<file path="config.mk">
export PLATFORM = sky130hd
export DESIGN_NAME = keyword_lexer
export DESIGN_NICKNAME = d
export VERILOG_FILES = /design/src/hdl/kl_pkg.sv /design/src/hdl/kl_token_fifo.sv /design/src/hdl/keyword_lexer.sv
export SDC_FILE = /design/constraint.sdc
export NUM_CORES = 1
export LEC_CHECK = 0
export ABC_CLOCK_PERIOD_IN_PS = 4850
export BUFFER_PORTS_ARGS = -buffer_cell sky130_fd_sc_hd__buf_2
export CORE_MARGIN = 5
export CORE_UTILIZATION = 55
export CTS_CLUSTER_DIAMETER = 40
export DETAILED_ROUTE_END_ITERATION = 6
export PLACE_DENSITY = 0.73
export SLEW_MARGIN = 20
export SYNTH_ARGS = -nofsm -noshare
export SYNTH_HDL_FRONTEND = slang
export SYNTH_SLANG_ARGS = --single-unit
</file>
<file path="constraint.sdc">
create_clock -name clk -period 4.85 [get_ports clk]
set_clock_uncertainty 0.2 [all_clocks]
set_input_delay 0.7275 -clock clk [delete_from_list [all_inputs] [get_ports clk]]
set_output_delay 0.7275 -clock clk [all_outputs]
set_load 0.05 [all_outputs]
</file>
<file path="src/hdl/kl_pkg.sv">
package kl_pkg;

    typedef enum logic [1:0] {
        MODE_IDLE   = 2'd0,
        MODE_WORD   = 2'd1,
        MODE_NUMBER = 2'd2
    } mode_t;

    typedef enum logic [4:0] {
        KIND_IDENT   = 5'd0,
        KIND_IF      = 5'd1,
        KIND_FOR     = 5'd2,
        KIND_WHILE   = 5'd3,
        KIND_THAN    = 5'd4,
        KIND_INTEGER = 5'd5,
        KIND_PLUS    = 5'd6,
        KIND_MINUS   = 5'd7,
        KIND_SLASH   = 5'd8,
        KIND_STAR    = 5'd9,
        KIND_LPAREN  = 5'd10,
        KIND_RPAREN  = 5'd11,
        KIND_LBRACE  = 5'd12,
        KIND_RBRACE  = 5'd13,
        KIND_AMP     = 5'd14,
        KIND_SEMI    = 5'd15,
        KIND_EQUAL   = 5'd16,
        KIND_GREATER = 5'd17,
        KIND_LESS    = 5'd18,
        KIND_UNKNOWN = 5'd19,
        KIND_END     = 5'd20
    } kind_t;

    typedef struct packed {
        kind_t       kind;
        logic [15:0] start;
        logic [15:0] length;
        logic [7:0]  tbyte;
        logic        is_last;
    } tok_t;

    typedef struct packed {
        logic [1:0] cnt;
        tok_t       tok0;
        tok_t       tok1;
    } push_t;

    localparam int FIFO_DEPTH = 4;
    localparam logic [15:0] LEN_MAX = 16'hFFFF;
    localparam logic [3:0] KW_ALL = 4'hF;
    localparam logic [7:0] CHAR_UNDERSCORE = 8'h5F;
    localparam logic [7:0] CHAR_SPACE = 8'h20;
    localparam logic [7:0] CHAR_NEWLINE = 8'h0A;

    function automatic logic is_letter(input logic [7:0] c);
        return c inside {[8'h41:8'h5A], [8'h61:8'h7A]};
    endfunction

    function automatic logic is_digit(input logic [7:0] c);
        return c inside {[8'h30:8'h39]};
    endfunction

    function automatic logic is_blank(input logic [7:0] c);
        return c inside {CHAR_SPACE, CHAR_NEWLINE};
    endfunction

    function automatic kind_t op_kind(input logic [7:0] c);
        kind_t k;
        case (c)
            8'h2B:   k = KIND_PLUS;
            8'h2D:   k = KIND_MINUS;
            8'h2F:   k = KIND_SLASH;
            8'h2A:   k = KIND_STAR;
            8'h28:   k = KIND_LPAREN;
            8'h29:   k = KIND_RPAREN;
            8'h7B:   k = KIND_LBRACE;
            8'h7D:   k = KIND_RBRACE;
            8'h26:   k = KIND_AMP;
            8'h3B:   k = KIND_SEMI;
            8'h3D:   k = KIND_EQUAL;
            8'h3E:   k = KIND_GREATER;
            8'h3C:   k = KIND_LESS;
            default: k = KIND_UNKNOWN;
        endcase
        return k;
    endfunction

    function automatic logic [15:0] kw_len(input logic [1:0] k);
        logic [15:0] n;
        case (k)
            2'd0:    n = 16'd2;
            2'd1:    n = 16'd3;
            2'd2:    n = 16'd5;
            default: n = 16'd4;
        endcase
        return n;
    endfunction

    // Character of keyword k at position idx, zero beyond its end.
    function automatic logic [7:0] kw_char(input logic [1:0] k, input logic [15:0] idx);
        logic [7:0] ch;
        ch = 8'h00;
        case (k)
            2'd0:
            begin
                case (idx)
                    16'd0:   ch = "i";
                    16'd1:   ch = "f";
                    default: ch = 8'h00;
                endcase
            end
            2'd1:
            begin
                case (idx)
                    16'd0:   ch = "f";
                    16'd1:   ch = "o";
                    16'd2:   ch = "r";
                    default: ch = 8'h00;
                endcase
            end
            2'd2:
            begin
                case (idx)
                    16'd0:   ch = "w";
                    16'd1:   ch = "h";
                    16'd2:   ch = "i";
                    16'd3:   ch = "l";
                    16'd4:   ch = "e";
                    default: ch = 8'h00;
                endcase
            end
            default:
            begin
                case (idx)
                    16'd0:   ch = "t";
                    16'd1:   ch = "h";
                    16'd2:   ch = "a";
                    16'd3:   ch = "n";
                    default: ch = 8'h00;
                endcase
            end
        endcase
        return ch;
    endfunction

    function automatic logic [3:0] kw_narrow(input logic [3:0] alive, input logic [7:0] c,
                                             input logic [15:0] idx);
        logic [3:0] res;
        for (int k = 0; k < 4; k++)
        begin
            res[k] = alive[k] && (kw_char(2'(k), idx) == c);
        end
        return res;
    endfunction

    function automatic kind_t word_kind(input logic [3:0] alive, input logic [15:0] len);
        kind_t res;
        res = KIND_IDENT;
        if (alive[0] && len == kw_len(2'd0))
        begin
            res = KIND_IF;
        end
        else if (alive[1] && len == kw_len(2'd1))
        begin
            res = KIND_FOR;
        end
        else if (alive[2] && len == kw_len(2'd2))
        begin
            res = KIND_WHILE;
        end
        else if (alive[3] && len == kw_len(2'd3))
        begin
            res = KIND_THAN;
        end
        return res;
    endfunction

endpackage

</file>
<file path="src/hdl/kl_token_fifo.sv">
module kl_token_fifo
(
    input  logic          clk,
    input  logic          rst_n,
    input  kl_pkg::push_t push,
    output logic          room,
    output logic          out_valid,
    input  logic          out_ready,
    output kl_pkg::tok_t  out_tok
);

    localparam int PTR_BITS = $clog2(kl_pkg::FIFO_DEPTH);
    localparam int CNT_BITS = $clog2(kl_pkg::FIFO_DEPTH + 1);

    kl_pkg::tok_t mem_reg [kl_pkg::FIFO_DEPTH];
    logic [PTR_BITS-1:0] wr_ptr_reg;
    logic [PTR_BITS-1:0] wr_ptr_next;
    logic [PTR_BITS-1:0] rd_ptr_reg;
    logic [PTR_BITS-1:0] rd_ptr_next;
    logic [CNT_BITS-1:0] count_reg;
    logic [CNT_BITS-1:0] count_next;
    logic                pop;

    // Two entries must be free so that any word can be taken.
    assign room      = count_reg <= CNT_BITS'(kl_pkg::FIFO_DEPTH - 2);
    assign out_valid = count_reg != '0;
    assign out_tok   = mem_reg[rd_ptr_reg];
    assign pop       = out_valid && out_ready;

    always_comb
    begin
        wr_ptr_next = wr_ptr_reg + PTR_BITS'(push.cnt);
        rd_ptr_next = rd_ptr_reg + PTR_BITS'(pop);
        count_next  = count_reg + CNT_BITS'(push.cnt) - CNT_BITS'(pop);
    end

    always_ff @(posedge clk)
    begin
        if (push.cnt != 2'd0)
        begin
            mem_reg[wr_ptr_reg] <= push.tok0;
        end
        if (push.cnt == 2'd2)
        begin
            mem_reg[wr_ptr_reg + PTR_BITS'(1)] <= push.tok1;
        end
    end

    always_ff @(posedge clk or negedge rst_n)
    begin
        if (!rst_n)
        begin
            wr_ptr_reg <= '0;
            rd_ptr_reg <= '0;
            count_reg  <= '0;
        end
        else
        begin
            wr_ptr_reg <= wr_ptr_next;
            rd_ptr_reg <= rd_ptr_next;
            count_reg  <= count_next;
        end
    end

endmodule

</file>
<file path="src/hdl/keyword_lexer.sv">
// Byte-serial tokenizer: one text byte enters per word on the slave side, and tokens leave on
// the master side as soon as the byte that ends them has been seen. An input word is taken in
// every cycle while the four-entry token queue has two free entries. A word causes at most two
// tokens, and between any two two-token words lies at least one word that caused none, so the
// input side runs at one word per cycle for as long as the output side accepts a token in
// every cycle; it pauses only while the output side stalls and the queue fills. The scanner
// state and the keyword matcher update in the same cycle the byte is taken, and a token is
// written into the registered token queue when the word that completes it is taken.
module keyword_lexer
#(
    parameter int POSITION_BITS = 16
)
(
    input  logic        clk,
    input  logic        rst_n,
    input  logic        s_axis_tvalid,
    output logic        s_axis_tready,
    input  logic [7:0]  s_axis_tdata,   // text_byte
    input  logic        s_axis_tuser,   // end_of_text
    output logic        m_axis_tvalid,
    input  logic        m_axis_tready,
    output logic [47:0] m_axis_tdata,   // token_kind, token_start, token_length, token_byte, zeros
    output logic        m_axis_tlast    // last_of_run
);

    kl_pkg::mode_t            mode_reg;
    kl_pkg::mode_t            mode_next;
    logic [15:0]              word_start_reg;
    logic [15:0]              word_start_next;
    logic [15:0]              word_length_reg;
    logic [15:0]              word_length_next;
    logic [POSITION_BITS-1:0] text_position_reg;
    logic [POSITION_BITS-1:0] text_position_next;
    logic [3:0]               keyword_alive_reg;
    logic [3:0]               keyword_alive_next;

    logic              accept;
    logic [7:0]        c;
    logic              eot;
    logic [15:0]       pos16;
    logic              pending;
    logic              cont;
    logic              has_a;
    logic              has_b;
    logic [15:0]       length_inc;
    kl_pkg::tok_t      tok_a;
    kl_pkg::tok_t      tok_b;
    kl_pkg::push_t     push;
    logic              room;
    kl_pkg::tok_t      out_tok;

    assign accept = s_axis_tvalid && s_axis_tready;
    assign s_axis_tready = room;
    assign c     = s_axis_tdata;
    assign eot   = s_axis_tuser;
    assign pos16 = 16'(text_position_reg);

    assign pending = mode_reg inside {kl_pkg::MODE_WORD, kl_pkg::MODE_NUMBER};
    assign cont = !eot &&
        (((mode_reg == kl_pkg::MODE_WORD) && (kl_pkg::is_letter(c) || c == kl_pkg::CHAR_UNDERSCORE))
        || ((mode_reg == kl_pkg::MODE_NUMBER) && kl_pkg::is_digit(c)));
    assign length_inc = (word_length_reg == kl_pkg::LEN_MAX) ? word_length_reg
                                                             : word_length_reg + 16'd1;

    always_comb
    begin
        mode_next = mode_reg;
        if (accept)
        begin
            if (eot)
            begin
                mode_next = kl_pkg::MODE_IDLE;
            end
            else if (!cont)
            begin
                if (kl_pkg::is_letter(c))
                begin
                    mode_next = kl_pkg::MODE_WORD;
                end
                else if (kl_pkg::is_digit(c))
                begin
                    mode_next = kl_pkg::MODE_NUMBER;
                end
                else
                begin
                    mode_next = kl_pkg::MODE_IDLE;
                end
            end
        end
    end

    always_comb
    begin
        word_start_next    = word_start_reg;
        word_length_next   = word_length_reg;
        keyword_alive_next = keyword_alive_reg;
        text_position_next = text_position_reg;

        tok_a.kind    = (mode_reg == kl_pkg::MODE_WORD)
                        ? kl_pkg::word_kind(keyword_alive_reg, word_length_reg)
                        : kl_pkg::KIND_INTEGER;
        tok_a.start   = word_start_reg;
        tok_a.length  = word_length_reg;
        tok_a.tbyte   = 8'h00;
        tok_a.is_last = 1'b0;

        tok_b.kind    = kl_pkg::op_kind(c);
        tok_b.start   = pos16;
        tok_b.length  = 16'd1;
        tok_b.tbyte   = c;
        tok_b.is_last = 1'b1;

        has_a = 1'b0;
        has_b = 1'b0;

        if (accept)
        begin
            text_position_next = text_position_reg + {{(POSITION_BITS-1){1'b0}}, 1'b1};
            if (eot)
            begin
                has_a = pending;
                has_b = 1'b1;
                tok_b.kind   = kl_pkg::KIND_END;
                tok_b.length = 16'd0;
                tok_b.tbyte  = 8'h00;
                word_start_next    = 16'd0;
                word_length_next   = 16'd0;
                keyword_alive_next = kl_pkg::KW_ALL;
                text_position_next = '0;
            end
            else if (cont)
            begin
                word_length_next = length_inc;
                if (mode_reg == kl_pkg::MODE_WORD)
                begin
                    keyword_alive_next = kl_pkg::kw_narrow(keyword_alive_reg, c, word_length_reg);
                end
            end
            else
            begin
                has_a = pending;
                if (kl_pkg::is_letter(c))
                begin
                    word_start_next    = pos16;
                    word_length_next   = 16'd1;
                    keyword_alive_next = kl_pkg::kw_narrow(kl_pkg::KW_ALL, c, 16'd0);
                end
                else if (kl_pkg::is_digit(c))
                begin
                    word_start_next  = pos16;
                    word_length_next = 16'd1;
                end
                else if (!kl_pkg::is_blank(c))
                begin
                    has_b = 1'b1;
                end
            end
        end

        tok_a.is_last = !has_b;
        push.cnt  = 2'(has_a) + 2'(has_b);
        push.tok0 = has_a ? tok_a : tok_b;
        push.tok1 = tok_b;
    end

    always_ff @(posedge clk or negedge rst_n)
    begin
        if (!rst_n)
        begin
            mode_reg          <= kl_pkg::MODE_IDLE;
            word_start_reg    <= 16'd0;
            word_length_reg   <= 16'd0;
            text_position_reg <= '0;
            keyword_alive_reg <= kl_pkg::KW_ALL;
        end
        else
        begin
            mode_reg          <= mode_next;
            word_start_reg    <= word_start_next;
            word_length_reg   <= word_length_next;
            text_position_reg <= text_position_next;
            keyword_alive_reg <= keyword_alive_next;
        end
    end

    kl_token_fifo u_fifo
    (
        .clk       (clk),
        .rst_n     (rst_n),
        .push      (push),
        .room      (room),
        .out_valid (m_axis_tvalid),
        .out_ready (m_axis_tready),
        .out_tok   (out_tok)
    );

    assign m_axis_tdata = {3'b000, out_tok.tbyte, out_tok.length, out_tok.start, out_tok.kind};
    assign m_axis_tlast = out_tok.is_last;

endmodule

</file>
==> impl_metrics.py, run 1 <==
metrics = {
    "run_status": {
        "outcome": "finished clean",
    },
    "sta": {
        "max_slew_margin": 0.3357,
        "setup_tns_ns": 0,
        "min_period_over_period": 0.8437,
        "min_period_ns": 4.092,
        "timing.final.ws_setup_ns": 0.7578,
        "fmax_ghz": 0.2444,
        "grt_setup_unrepaired": "no",
        "worst_pin_slew_ns": 0.9964,
        "hold_viol": 0,
        "drv_slew": 0,
        "setup_viol": 0,
    },
    "power": {
        "power.share.combinational": 0.320,
        "pwr-share-seq": 0.368,
        "internal_power_w": 0.004731,
        "clockPowerShare": 0.312,
        "p_sw_frac": 0.3844,
        "powerDensity_mw_per_mm2": 554.7,
        "ir_worst_vdd_uv": 867.9,
        "switchingPower_w": 0.002954,
        "p_leak_nw": 5.266,
        "design_power_total_w": 0.007685,
    },
    "critical_path": {
        "crit_path_cell_trace": "inv_1 > ha_1 > and3b_1 > nand4_2 > nand3_1 > a21oi_1 > o21ai_0 > inv_1 > ha_1 > inv_1 > nor2_1 > a21oi_1 > and2_1 > o22ai_1 > and2_1",
        "cp-start-kind": "register",
        "timing.rr.end": "u_fifo.mem_reg[3][41]",
        "worstPathMaxFanout": 15,
        "cpPeakStageDelay_ns": 0.53,
        "path_common_cell": "inv_1",
        "worstSetupEndpointType": "register",
        "r2r_start": "mode_reg[1]",
        "rr_worst_depth": 15,
        "cp.arrival_ns": 4.14,
        "path_delay_family": "simple AND/OR/NAND/NOR gates",
        "worstPathRequired_ns": 4.89,
        "r2r_setup_slack_ns": 0.76,
        "worstSetupPathType": "register to register",
        "critPathBufInv": 3,
        "cp_slowest_cell": "and2_1",
    },
    "yosys": {
        "ys_seq_area_frac": 0.5247,
        "ys_top_cells_by_count": "edfxtp_1 (120), a22o_1 (112), nor2_1 (82)",
        "ys_types": 83,
        "synth_area_leader_cell": "edfxtp_1",
        "synth.most_common_cell": "edfxtp_1",
        "synth_flop_cell": "edfxtp_1",
        "ys_seq_elements": 245,
        "syn_area_mm2": 0.01223,
        "ys_warn_count": 0,
        "avgSynthCellArea_um2": 11.69,
        "synthTopCellsByArea": "edfxtp_1 (29%), dfrtp_1 (12%), dfxtp_1 (10%), mux4_2 (8.5%), a22o_1 (8.0%)",
        "synth.top_cell.area_share": 0.2947,
        "synth-edff-count": 120,
        "postSynth.asyncResetShare": 0.2490,
        "syn_inst": 1046,
    },
    "floorplan": {
        "initial_utilization": 0.5586,
        "num_rows": 54,
        "die_h_um": 159.1,
        "die_area_mm2": 0.02531,
        "core_mm2": 0.02189,
        "dieWidth_um": 159.1,
        "pin_count": 64,
    },
    "min_path": {
        "hold_path_class": "primary input to async pin",
    },
    "layout": {
        "utilization": 0.6328,
        "num-nets-final": 1105,
        "syn_to_final_growth_pct": 13.29,
        "drive_gt1_frac": 0.2044,
        "diodes": 0,
        "largest_reg_flops": 184,
    },
    "routing": {
        "drc": 0,
        "met2_length_um": 14680,
        "num_vias": 9122,
        "top_layer": "met4",
        "wl_met1_um": 13110,
        "vias_per_cell": 6.605,
        "drt-wirelength-per-cell_um": 22.81,
        "drtAntennaViolNets": 0,
        "met3_wirelength_um": 2667,
        "first_pass_iters": 6,
        "first_iter_violations": 843,
        "drt-total-wl_um": 31500,
    },
    "place": {
        "place_hpwl_um": 20030,
        "portBuffers": 60,
        "dpl_worst_slack_ns": 0.4261,
        "place_congestion": 0.8951,
    },
    "grt": {
        "grt_overflow": 0,
        "grt_util_all_layers": 0.2462,
        "antenna_found_initial": 0,
        "grt_pass1_vias": 9045,
        "grt_pass1_wl_um": 50940,
        "grt_start_max_net_pins": 60,
    },
    "cts": {
        "cts-buffers-inserted": 34,
        "clk_pin_slew_worst_paths_ns": 0.05,
        "hold_buffers": 0,
        "clock_path_buffers": 3,
        "cts_setup_buffers": 0,
        "clkLatencyLatePin_ns": 0.50,
        "ctsResizeCount": 0,
        "cts_tree": "done",
        "htree_levels": 2,
        "clock_sinks": 245,
        "ctsRootBufferMaster": "clkbuf_16",
    },
    "job": {
        "maxCapViolations": 0,
    },
}
## worst register-to-register path, stage by stage, from the launching register on
cell	delay, ns
dfrtp_1	0.38
inv_1	0.06
ha_1	0.37
and3b_1	0.31
nand4_2	0.28
nand3_1	0.18
a21oi_1	0.06
o21ai_0	0.26
inv_1	0.10
ha_1	0.30
inv_1	0.15
nor2_1	0.12
a21oi_1	0.19
and2_1	0.53
o22ai_1	0.17
and2_1	0.20
## metal layers
| layer | vias up | track usage |
|---|---|---|
| met5 | - | 0 |
| li1 | 4090 | - |
| met3 | 80 | 0.04375 |
| met2 | 475 | 0.3828 |
| met4 | 0 | 0.09112 |
| met1 | 4477 | 0.3497 |
## placed cells by master, fill, tap and decap left out, drive strengths merged, types with 15 or more instances in the layout
cell,n
buf,93
nor4,16
o21ai,43
clkbuf,39
dfxtp,64
mux4,46
dfrtp,57
nand3,29
nand2,45
a22o,112
nor2,85
xnor2,16
edfxtp,120
and3,16
nor3,29
inv,36
a21oi,27
ha,15
a22oi,19
## worst max-delay path by stage
stage               cells past startpoint                    end  slack (ns)           startpoint
CTS                                    15  u_fifo.mem_reg[3][41]        0.84          mode_reg[1]
finish                                 15  u_fifo.mem_reg[3][41]        0.76          mode_reg[1]
floorplan                              12   u_fifo.mem_reg[3][1]        0.46  u_fifo.count_reg[1]
global placement                       13   u_fifo.mem_reg[0][8]        0.51      s_axis_tdata[2]
global route                           15  u_fifo.mem_reg[3][41]        0.47          mode_reg[1]
detailed placement                     14  u_fifo.mem_reg[3][41]        0.43      s_axis_tdata[2]
## power by group through the flow
stage               Clock [W]  Sequential, W  Combinational [W]
finish                0.00240        0.00283            0.00246
global route          0.00252        0.00288            0.00262
detailed placement          0        0.00287            0.00245
floorplan                   0        0.00259            0.00202
CTS                   0.00242        0.00283            0.00246
global placement            0        0.00285            0.00242
## area by class of cell
cell class	count	area (um^2)
clock buffer	39	890.9
sequential	245	6421
fill	1730	8038
multi-input combinational	671	5266
inverter	31	118.9
clock inverter	22	220.2
tap	280	350.3
timing repair buffer	93	585.6
## cells by family after synthesis
| logic type | synth area share |
|---|---|
| other cells | 0.0003067 |
| xor+xnor | 0.01934 |
| buf+inv | 0.04635 |
| mux | 0.08984 |
| fa+ha+maj | 0.01699 |
| simple gates | 0.1303 |
| flops | 0.5247 |
| compound gates | 0.1722 |
## through the flow
step	hold slack, ns	std cells	instance area [um^2]
CTS	0.01926	1381	13850
finish	0.02133	1381	13850
global route	0.02070	1381	13850
floorplan	0.2198	1048	12240
detailed placement	0.2528	1320	12740
global placement	0.2437	1320	12740
No activity file was read; power rests on OpenSTA's default activity.
==> run 2: changes to the inputs <==
--- a/config.mk
+++ b/config.mk
@@ -5,13 +5,13 @@
 export SDC_FILE = /design/constraint.sdc
 export NUM_CORES = 1
 export LEC_CHECK = 0
-export ABC_CLOCK_PERIOD_IN_PS = 4850
+export ABC_CLOCK_PERIOD_IN_PS = 3400
 export BUFFER_PORTS_ARGS = -buffer_cell sky130_fd_sc_hd__buf_2
 export CORE_MARGIN = 5
 export CORE_UTILIZATION = 55
 export CTS_CLUSTER_DIAMETER = 40
 export DETAILED_ROUTE_END_ITERATION = 6
-export PLACE_DENSITY = 0.73
+export PLACE_DENSITY = 0.76
 export SLEW_MARGIN = 20
 export SYNTH_ARGS = -nofsm -noshare
 export SYNTH_HDL_FRONTEND = slang
==> constraint.sdc (replaced) <==
create_clock -name clk -period 3.4 [get_ports clk]
set_clock_uncertainty 0.2 [all_clocks]
set_input_delay 0.51 -clock clk [delete_from_list [all_inputs] [get_ports clk]]
set_output_delay 0.51 -clock clk [all_outputs]
set_load 0.05 [all_outputs]
==> run 2 against run 1 <==
  * Hold slack better by 0.22 ns
  * Fmax rose by 26%
  * Via count up 0.89%
  * Sequential share of layout area down 1.7 points
  * Clock-buffer cell count down 3
  * Register-to-register slack got worse by 0.62 ns
  * Die area stayed put
  * Setup slack got worse by 0.62 ns
  * Combinational power rose by 57%
  * Global-route usage is 0.17 points lower
==> impl_metrics.py, run 2 (synthesis results as in run 1) <==
metrics = {
    "critical_path": {
        "cp.arrival_ns": 3.35,
        "cp-start-kind": "register",
        "worstPathMaxFanout": 11,
        "worstSetupEndpointType": "register",
        "worstPathRequired_ns": 3.49,
        "worstSetupPathType": "register to register",
    },
    "place": {
        "place_hpwl_um": 20760,
        "place_congestion": 0.9064,
        "dpl_worst_slack_ns": -0.02392,
        "portBuffers": 60,
        "dp_cells": 1362,
    },
    "layout": {
        "seq_area_mm2": 0.006421,
        "drive_gt1_frac": 0.2533,
        "syn_to_final_growth_pct": 17.66,
        "fill_cells": 1638,
        "largest_reg_flops": 184,
        "final_cell_mix": "edfxtp_1 (120), a22o_1 (112), nor2_1 (77), dfxtp_1 (64)",
        "multiInputGateArea_mm2": 0.005393,
        "num-nets-final": 1145,
        "final_cells": 1422,
        "layout_commonest_cell": "edfxtp_1",
    },
    "cts": {
        "clock_path_buffers": 3,
        "cts_setup_buffers": 0,
        "clk_pin_slew_worst_paths_ns": 0.06,
        "clock_sinks": 245,
        "cts-buffers-inserted": 31,
        "cts_tree": "done",
        "htree_levels": 1,
        "clkLatencyLatePin_ns": 0.55,
        "ctsRootBufferMaster": "clkbuf_16",
    },
    "routing": {
        "drt-total-wl_um": 31660,
        "drc": 0,
        "drt-wirelength-per-cell_um": 22.27,
        "vias_per_cell": 6.472,
        "first_pass_iters": 5,
        "num_vias": 9203,
        "first_iter_violations": 1011,
        "drtAntennaViolNets": 0,
    },
    "min_path": {
        "hold_path_class": "primary input to register",
    },
    "power": {
        "p_leak_nw": 5.460,
        "ir_worst_vdd_uv": 479.3,
        "powerDensity_mw_per_mm2": 760.8,
    },
    "sta": {
        "max_slew_margin": 0.4130,
        "setup_viol": 0,
        "timing.final.ws_setup_ns": 0.1398,
        "drv_slew": 0,
        "min_period_ns": 3.260,
        "timing.hold.ws_ns": 0.2449,
        "hold_viol": 0,
        "min_period_over_period": 0.9589,
        "grt_setup_unrepaired": "no",
        "worst_pin_slew_ns": 0.8806,
        "fmax_ghz": 0.3067,
    },
    "floorplan": {
        "pin_count": 64,
        "core_mm2": 0.02189,
        "dieWidth_um": 159.1,
        "die_area_mm2": 0.02531,
        "die_h_um": 159.1,
        "initial_utilization": 0.5586,
        "num_rows": 54,
    },
    "run_status": {
        "outcome": "finished clean",
    },
    "grt": {
        "grt_start_max_net_pins": 62,
        "antenna_found_initial": 1,
        "grt_util_all_layers": 0.2446,
        "grt_overflow": 0,
        "grt_pass1_vias": 9323,
        "grt_pass1_wl_um": 50710,
    },
    "job": {
        "maxCapViolations": 0,
    },
}
[run 2: cell count changes in the layout (fill, tap and decap cells not counted), moves of 3 or more]
| cell | before | now |
|---|---|---|
| buf_4 | 30 | 60 |
| buf_12 | 3 | 15 |
| inv_8 | 2 | 5 |
| clkbuf_8 | 0 | 3 |
| o21ai_1 | 4 | 0 |
| inv_1 | 28 | 23 |
| nor2_1 | 80 | 77 |
| o21ai_2 | 0 | 3 |
| clkbuf_16 | 35 | 31 |
[run 2: final timing paths]
path	startpoint	end	slack [ns]	cells after the start
min in group asynchronous	rst_n	u_fifo.count_reg[2]	0.50	3
max reg2reg	mode_reg[1]	u_fifo.mem_reg[2][26]	0.14	15
max in group asynchronous	rst_n	u_fifo.rd_ptr_reg[0]	1.86	3
min	s_axis_tuser	pos16[3]	0.24	2
min reg2reg	u_fifo.mem_reg[2][16]	u_fifo.mem_reg[2][16]	0.26	2
max	mode_reg[1]	u_fifo.mem_reg[2][26]	0.14	15
[run 2: layer usage]
layer / track usage / routed length, um
met1: 0.3395 / 13330
met2: 0.4052 / 15380
met3: 0.03106 / 2137
met4: 0.07561 / 811
met5: 0 / 0
[run 2: through the flow]
step	util	instance area, um^2	TNS (ns)	power (W)
after CTS	0.6567	14380	0	0.01099
after floorplan	-	12420	-25.32	0.006638
after detailed placement	0.6093	13340	-0.1533	0.007805
after global routing	0.6572	14390	0	0.01141
after global placement	0.6091	13330	0	0.007716
final	0.6572	14390	0	0.01095
[run 2: critical path, stage by stage, from the launching register on]
cell	delay, ns
dfrtp_1	0.39
inv_1	0.06
ha_1	0.20
and3b_2	0.25
nand4_2	0.19
nand3_1	0.15
a21oi_2	0.04
o21ai_2	0.20
inv_1	0.10
ha_2	0.20
buf_4	0.16
and3_4	0.20
nor2_4	0.12
a21oi_1	0.10
buf_4	0.21
a22o_1	0.24
[run 2: where the power goes]
group	leakage (nW)	internal [W]	switching (W)	total, W
Combinational	2.51	0.00133	0.00252	0.00385
Clock	0.511	0.00186	0.00133	0.00319
Sequential	2.44	0.00351	0.000401	0.00391
Total	5.46	0.00670	0.00425	0.0109
[run 2: area by class of cell]
class | count | share of cell area
Tap cell | 280 | 0.02435
Antenna cell | 1 | 0.0001739
Sequential cell | 245 | 0.4463
Timing Repair Buffer | 136 | 0.07375
Inverter | 31 | 0.009305
Clock buffer | 36 | 0.05731
Clock inverter | 22 | 0.01400
Multi-Input combinational cell | 671 | 0.3748
[run 2: timing repair]
item / in CTS / in global routing
endpoints found under the setup margin: 0 / 60
hold buffers: 1 / 0
gates resized for setup: 0 / 3
endpoints found under the hold margin: 54 / 0
